--- src/sv/phist_pkg.sv ---
package phist_pkg;

  // Default sizing of the histogram
  localparam int NUM_BINS_DEF   = 256;
  localparam int COUNT_BITS_DEF = 32;

  // Field widths
  localparam int OP_BITS    = 2;
  localparam int VALUE_BITS = 8;
  localparam int PLOT_BITS  = 13;
  localparam int BAR_BITS   = 12;
  localparam int OUT_BITS   = 32;

  // Bar scaling: quotient is at most plot_height - 1, so PLOT_BITS bits
  localparam int QUOT_BITS = PLOT_BITS;
  localparam int STEP_BITS = $clog2(QUOT_BITS);

  localparam logic [PLOT_BITS-1:0] PLOT_HEIGHT_RESET = PLOT_BITS'(400);

  typedef enum logic [OP_BITS-1:0] {
    OP_COUNT = 2'd0,
    OP_READ  = 2'd1,
    OP_CLEAR = 2'd2
  } op_t;

  typedef enum logic [1:0] {
    ST_RUN,
    ST_CALC,
    ST_OUT
  } state_t;

  // Item held in the read-modify-write stage
  typedef struct packed {
    logic                  vld;
    logic [OP_BITS-1:0]    op;
    logic [VALUE_BITS-1:0] value;
  } stage_t;

endpackage

--- src/sv/phist_div.sv ---
module phist_div #(
  parameter int COUNT_BITS = phist_pkg::COUNT_BITS_DEF
) (
  input  logic                            clk,
  input  logic                            rst_n,
  input  logic                            start,
  input  logic [COUNT_BITS-1:0]           count,
  input  logic [COUNT_BITS-1:0]           largest,
  input  logic [phist_pkg::PLOT_BITS-1:0] span,
  output logic                            done,
  output logic [phist_pkg::QUOT_BITS-1:0] quot
);

  localparam int QB = phist_pkg::QUOT_BITS;
  localparam int PW = COUNT_BITS + phist_pkg::PLOT_BITS;

  logic                            mul_r;
  logic                            run_r;
  logic                            done_r;
  logic [phist_pkg::STEP_BITS-1:0] step_r;
  logic [COUNT_BITS-1:0]           cnt_r;
  logic [COUNT_BITS-1:0]           den_r;
  logic [phist_pkg::PLOT_BITS-1:0] span_r;
  logic [COUNT_BITS-1:0]           rem_r;
  logic [QB-1:0]                   low_r;
  logic [QB-1:0]                   quot_r;

  logic [PW-1:0]         prod;
  logic [COUNT_BITS:0]   trial;
  logic [COUNT_BITS:0]   diff;
  logic                  fits;

  // Product count * span; count never exceeds largest, so the quotient fits QB bits
  assign prod  = PW'(cnt_r) * PW'(span_r);
  assign trial = {rem_r, low_r[QB-1]};
  assign diff  = trial - {1'b0, den_r};
  assign fits  = (trial >= {1'b0, den_r});

  // Control: the multiply step, then one quotient bit per cycle
  always_ff @(posedge clk) begin
    if (!rst_n) begin
      mul_r  <= 1'b0;
      run_r  <= 1'b0;
      done_r <= 1'b0;
    end else begin
      done_r <= 1'b0;
      if (start) begin
        mul_r <= 1'b1;
      end else if (mul_r) begin
        mul_r <= 1'b0;
        run_r <= 1'b1;
      end else if (run_r && step_r == '0) begin
        run_r  <= 1'b0;
        done_r <= 1'b1;
      end
    end
  end

  // Datapath: restoring division of the product by the largest count
  always_ff @(posedge clk) begin
    if (start) begin
      cnt_r  <= count;
      den_r  <= largest;
      span_r <= span;
    end else if (mul_r) begin
      rem_r  <= prod[PW-1:QB];
      low_r  <= prod[QB-1:0];
      quot_r <= '0;
      step_r <= phist_pkg::STEP_BITS'(QB - 1);
    end else if (run_r) begin
      rem_r  <= fits ? diff[COUNT_BITS-1:0] : trial[COUNT_BITS-1:0];
      low_r  <= {low_r[QB-2:0], 1'b0};
      quot_r <= {quot_r[QB-2:0], fits};
      step_r <= step_r - 1'b1;
    end
  end

  assign done = done_r;
  assign quot = quot_r;

endmodule

--- config.mk ---
export PLATFORM = sky130hd
export DESIGN_NAME = phist_div
export DESIGN_NICKNAME = d
export VERILOG_FILES = /design/src/sv/phist_pkg.sv /design/src/sv/phist_div.sv
export SDC_FILE = /design/constraint.sdc
export NUM_CORES = 1
export LEC_CHECK = 0
export BUFFER_PORTS_ARGS = -buffer_cell sky130_fd_sc_hd__buf_2
export CAP_MARGIN = 15
export CORE_MARGIN = 1
export CORE_UTILIZATION = 30
export CTS_CLUSTER_DIAMETER = 120
export DETAILED_ROUTE_END_ITERATION = 6
export PLACE_DENSITY = 0.46
export SLEW_MARGIN = 20
export SYNTH_ARGS = -nofsm -noshare
export SYNTH_HDL_FRONTEND = slang
export SYNTH_SLANG_ARGS = --single-unit
--- constraint.sdc ---
create_clock -name clk -period 7.28 [get_ports clk]
set_clock_uncertainty 0.15 [all_clocks]
set_input_delay 1.456 -clock clk [delete_from_list [all_inputs] [get_ports clk]]
set_output_delay 1.456 -clock clk [all_outputs]
set_load 0.02 [all_outputs]
==> run summary <==
The flow ran to the end, but the final reports show violations. The checks that failed: design-rule violations. Yosys attributes the largest share of cell area to sky130_fd_sc_hd__fa_1, sky130_fd_sc_hd__edfxtp_1, sky130_fd_sc_hd__inv_1. The synthesized design contains 139 enable-type register cells. Once detailed placement completed, the half-perimeter wirelength came to 41500 um. The share of post-route cells with drive strength above 1 is 8.30%. 94 I/O pins were placed. The global-route wire length before repair is 85200 um, and the required time of the critical path is 7.37 ns. The effective utilization at floorplan came out at 30.5%. The die covers 0.0683 mm2.

The last weighted congestion value of the routability-driven placer came out at 0.878. The clock reaches the later pin of the worst-skew pair after 0.49 ns. Total count of max-transition violations in the final report: 0.

The worst slack on hold paths was 0.310 ns; the number of endpoints with negative hold slack in the final report was 0. The average size of a mapped cell is 9.40 um2. The critical path is of the register to register type.

TritonCTS built the clock tree. Met1 layer usage reported by global route: 23.4%. For the data arrival time of the worst path, the log shows 6.85 ns.

The register clock-pin slew on the reported worst setup and hold paths came out at 0.06 ns. The detailed router finished its first iteration with 654 violations. The finished layout holds 3071 standard cells, fillers aside.

The clock passes through at most 2 buffers. The synthesized netlist contains 63 unique library cells. In the final timing run, aggregate negative setup slack is 0 ns. The global-route track usage on met2 was 24.8%. Entering global routing, the biggest net connects 55 pins.

Counting every net in the synthesized netlist gives 2680. Across every metal layer, demand over resource in global routing totals 16.2%. The maximum fanout along the worst path is 24, and the area added between synthesis and finish is 10.0%. Headroom to the max-slew limit came out at 47.2%. The remaining routing DRC violations was 18; the async set or reset register ratio after synthesis was 0%.

Setup repair after global routing left no endpoint under its margin. After global routing, the most crowded layer is met2. The global route total overflow is 0. After detailed routing, the total wire length is 51600 um. The number of buffers created by CTS was 17.

The sequential area share after synthesis came out at 21.0%. The biggest area contributor in the post-synthesis netlist is sky130_fd_sc_hd__fa_1. The logs give 0 for the count of final setup violators and 148 MHz for the fmax. The worst hold path was traced through 2 stages. The port buffer count works out to 93. In this run the vertical extent of the chip is 261 um. Buffers added to address setup during post-CTS repair amount to 0. Max-cap violations in this run came to 0.

Dividing the detail-routed wire length by the instance count gives 16.8 um. Counting I/O delays and the setup requirement, the final critical path takes 6.75 ns. After detailed placement, the design holds a cell count of 3038. The clock root buffer is sky130_fd_sc_hd__clkbuf_16.

The clock drives 142 sinks. Number of instances resized during post-cts repair: 0. The via count of the first global-routing pass is 15400, and the depth of the worst register-to-register path is 21. The tools report the detailed-routing iteration count for the pre-antenna-repair pass as 7. The die extent in x was 261 um.

After clock tree synthesis, the flow added hold-fix buffers numbering 0. The run gives 14100 as the via count of the routed design. The min-delay analysis places its worst path in the category register to register. At the pin with the least slew margin, the transition time is 0.792 ns. The final critical-path share of the clock period is 92.8%, and the standard cell core area is 0.0661 mm2. Using the TritonRoute via totals, the vias-per-cell ratio works out to 4.59.

Depth of the CTS H-tree: 4. STA classifies the critical path startpoint as a register. Among all flip-flop cells after synthesis, the most frequent one is sky130_fd_sc_hd__edfxtp_1. The endpoint kind of the worst setup timing path was a register. The detail route stage leaves a number of antenna-violating nets equal to 0. The run gives 2728 as the layout net count. The area share of the largest cell type after synthesis was 32.9%. The initial antenna violation count is 0. Post-synthesis register bit count: 142.

The number of cells produced by synthesis came out at 2145. The total standard cell area after synthesis was 0.0202 mm2. After floorplanning, the core was divided into 94 placement rows. For this run, the number of Yosys warnings is 0. Global routing consumed, on the met3 layer, 2.87% of the routing resources.
==> final cells by class <==
cell class	count	area, um2
clock buffer	17	425
clock inverter	15	161
sequential	142	4240
multi-input combinational	1459	13900
timing repair buffer	133	768
tap	864	1080
inverter	440	1650
fill	6892	43900
antenna	1	2.50
==> cell usage in the layout, fill, tap and decap left out, types with 20 or more instances in the layout <==
master	n
sky130_fd_sc_hd__edfxtp_1	139
sky130_fd_sc_hd__nand3_1	21
sky130_fd_sc_hd__fa_1	331
sky130_fd_sc_hd__buf_4	41
sky130_fd_sc_hd__inv_1	440
sky130_fd_sc_hd__xnor2_1	39
sky130_fd_sc_hd__ha_1	124
sky130_fd_sc_hd__a21o_1	45
sky130_fd_sc_hd__nor2_1	63
sky130_fd_sc_hd__nand2_1	291
sky130_fd_sc_hd__a211oi_1	24
sky130_fd_sc_hd__and2_1	191
sky130_fd_sc_hd__o21ai_0	35
sky130_fd_sc_hd__a21oi_1	90
sky130_fd_sc_hd__nor2b_1	20
sky130_fd_sc_hd__xor2_1	25
sky130_fd_sc_hd__buf_2	92
==> cell usage after synthesis (all sizes together) (2+ instances only) <==
library cell  instances
nand4                11
a21oi                90
o21a                 10
a21bo                 2
and4                  2
o21ai                45
nand3                21
inv                 440
clkbuf               95
edfxtp              139
a21o                 45
o41ai                 2
nand2               291
nor3                 18
nor2                 64
a221oi                4
o21bai                9
nand2b                4
fa                  331
o211ai                6
buf                   9
xor2                 25
a21boi                3
ha                  124
o31ai                 3
nor4                  4
mux2                  7
o31a                  2
nor2b                20
dfxtp                 3
a211oi               26
a31oi                13
or2                   2
and3                 13
a211o                 3
and2                191
xnor2                39
o2111ai               3
mux2i                12
==> sequential cells by signal, indices dropped and copies added, names as in the netlist <==
register / cells
cnt_r: 32
run_r: 1
low_r: 13
mul_r: 1
done: 1
rem_r: 32
step_r: 4
den_r: 32
quot: 13
span_r: 13
==> critical path: stages (launching register included) <==
cell                       delay (ns)
sky130_fd_sc_hd__edfxtp_1        0.72
sky130_fd_sc_hd__and2_1          0.29
sky130_fd_sc_hd__fa_1            0.47
sky130_fd_sc_hd__inv_1           0.05
sky130_fd_sc_hd__fa_1            0.53
sky130_fd_sc_hd__inv_1           0.05
sky130_fd_sc_hd__fa_1            0.52
sky130_fd_sc_hd__fa_1            0.51
sky130_fd_sc_hd__inv_1           0.06
sky130_fd_sc_hd__fa_1            0.53
sky130_fd_sc_hd__inv_1           0.04
sky130_fd_sc_hd__ha_1            0.39
sky130_fd_sc_hd__a21oi_1         0.17
sky130_fd_sc_hd__o21ai_1         0.10
sky130_fd_sc_hd__a221oi_1        0.43
sky130_fd_sc_hd__a211oi_1        0.19
sky130_fd_sc_hd__o211ai_1        0.24
sky130_fd_sc_hd__a21oi_1         0.15
sky130_fd_sc_hd__o31ai_2         0.43
sky130_fd_sc_hd__mux2i_1         0.14
sky130_fd_sc_hd__a31oi_1         0.14
sky130_fd_sc_hd__a21bo_1         0.21
==> per-stage QoR <==
| stage | util (%) | instance area (um2) | setup WS, ns |
|---|---|---|---|
| final | 33.6 | 22200 | 0.525 |
| after global routing | 33.6 | 22200 | 0.119 |
| after CTS | 33.6 | 22200 | 0.464 |
| after detailed placement | 32.7 | 21600 | 0.495 |
| after global placement | 32.7 | 21600 | 0.538 |
| after floorplan | - | 20200 | 1.23 |
==> path summary, 6_finish.rpt <==
check / start / endpoint / slack (ns)
max: span_r[1]$_DFFE_PP_ / rem_r[22]$_DFFE_PP_ / 0.53
max reg2reg: span_r[1]$_DFFE_PP_ / rem_r[22]$_DFFE_PP_ / 0.53
min reg2reg: run_r$_SDFFE_PN0P_ / done$_SDFF_PP0_ / 0.31
min: run_r$_SDFFE_PN0P_ / done$_SDFF_PP0_ / 0.31
==> cell families after synthesis <==
kind of cell	share of synthesized area, %
compound gates	8.94
xor+xnor	2.78
fa+ha+maj	40.6
buf+inv	10.3
flops	21.0
mux	0.987
simple gates	15.4
==> layer usage <==
| layer | part of all wire, % | vias to the layer above |
|---|---|---|
| met4 | 1.4 | 0 |
| met3 | 4.2 | 47 |
| met2 | 44 | 265 |
| li1 | - | 6780 |
| met1 | 51 | 7006 |
| met5 | 0 | - |
Power is not shown: default switching activity piles up to over one toggle a cycle in this logic, so the estimate is an artifact.
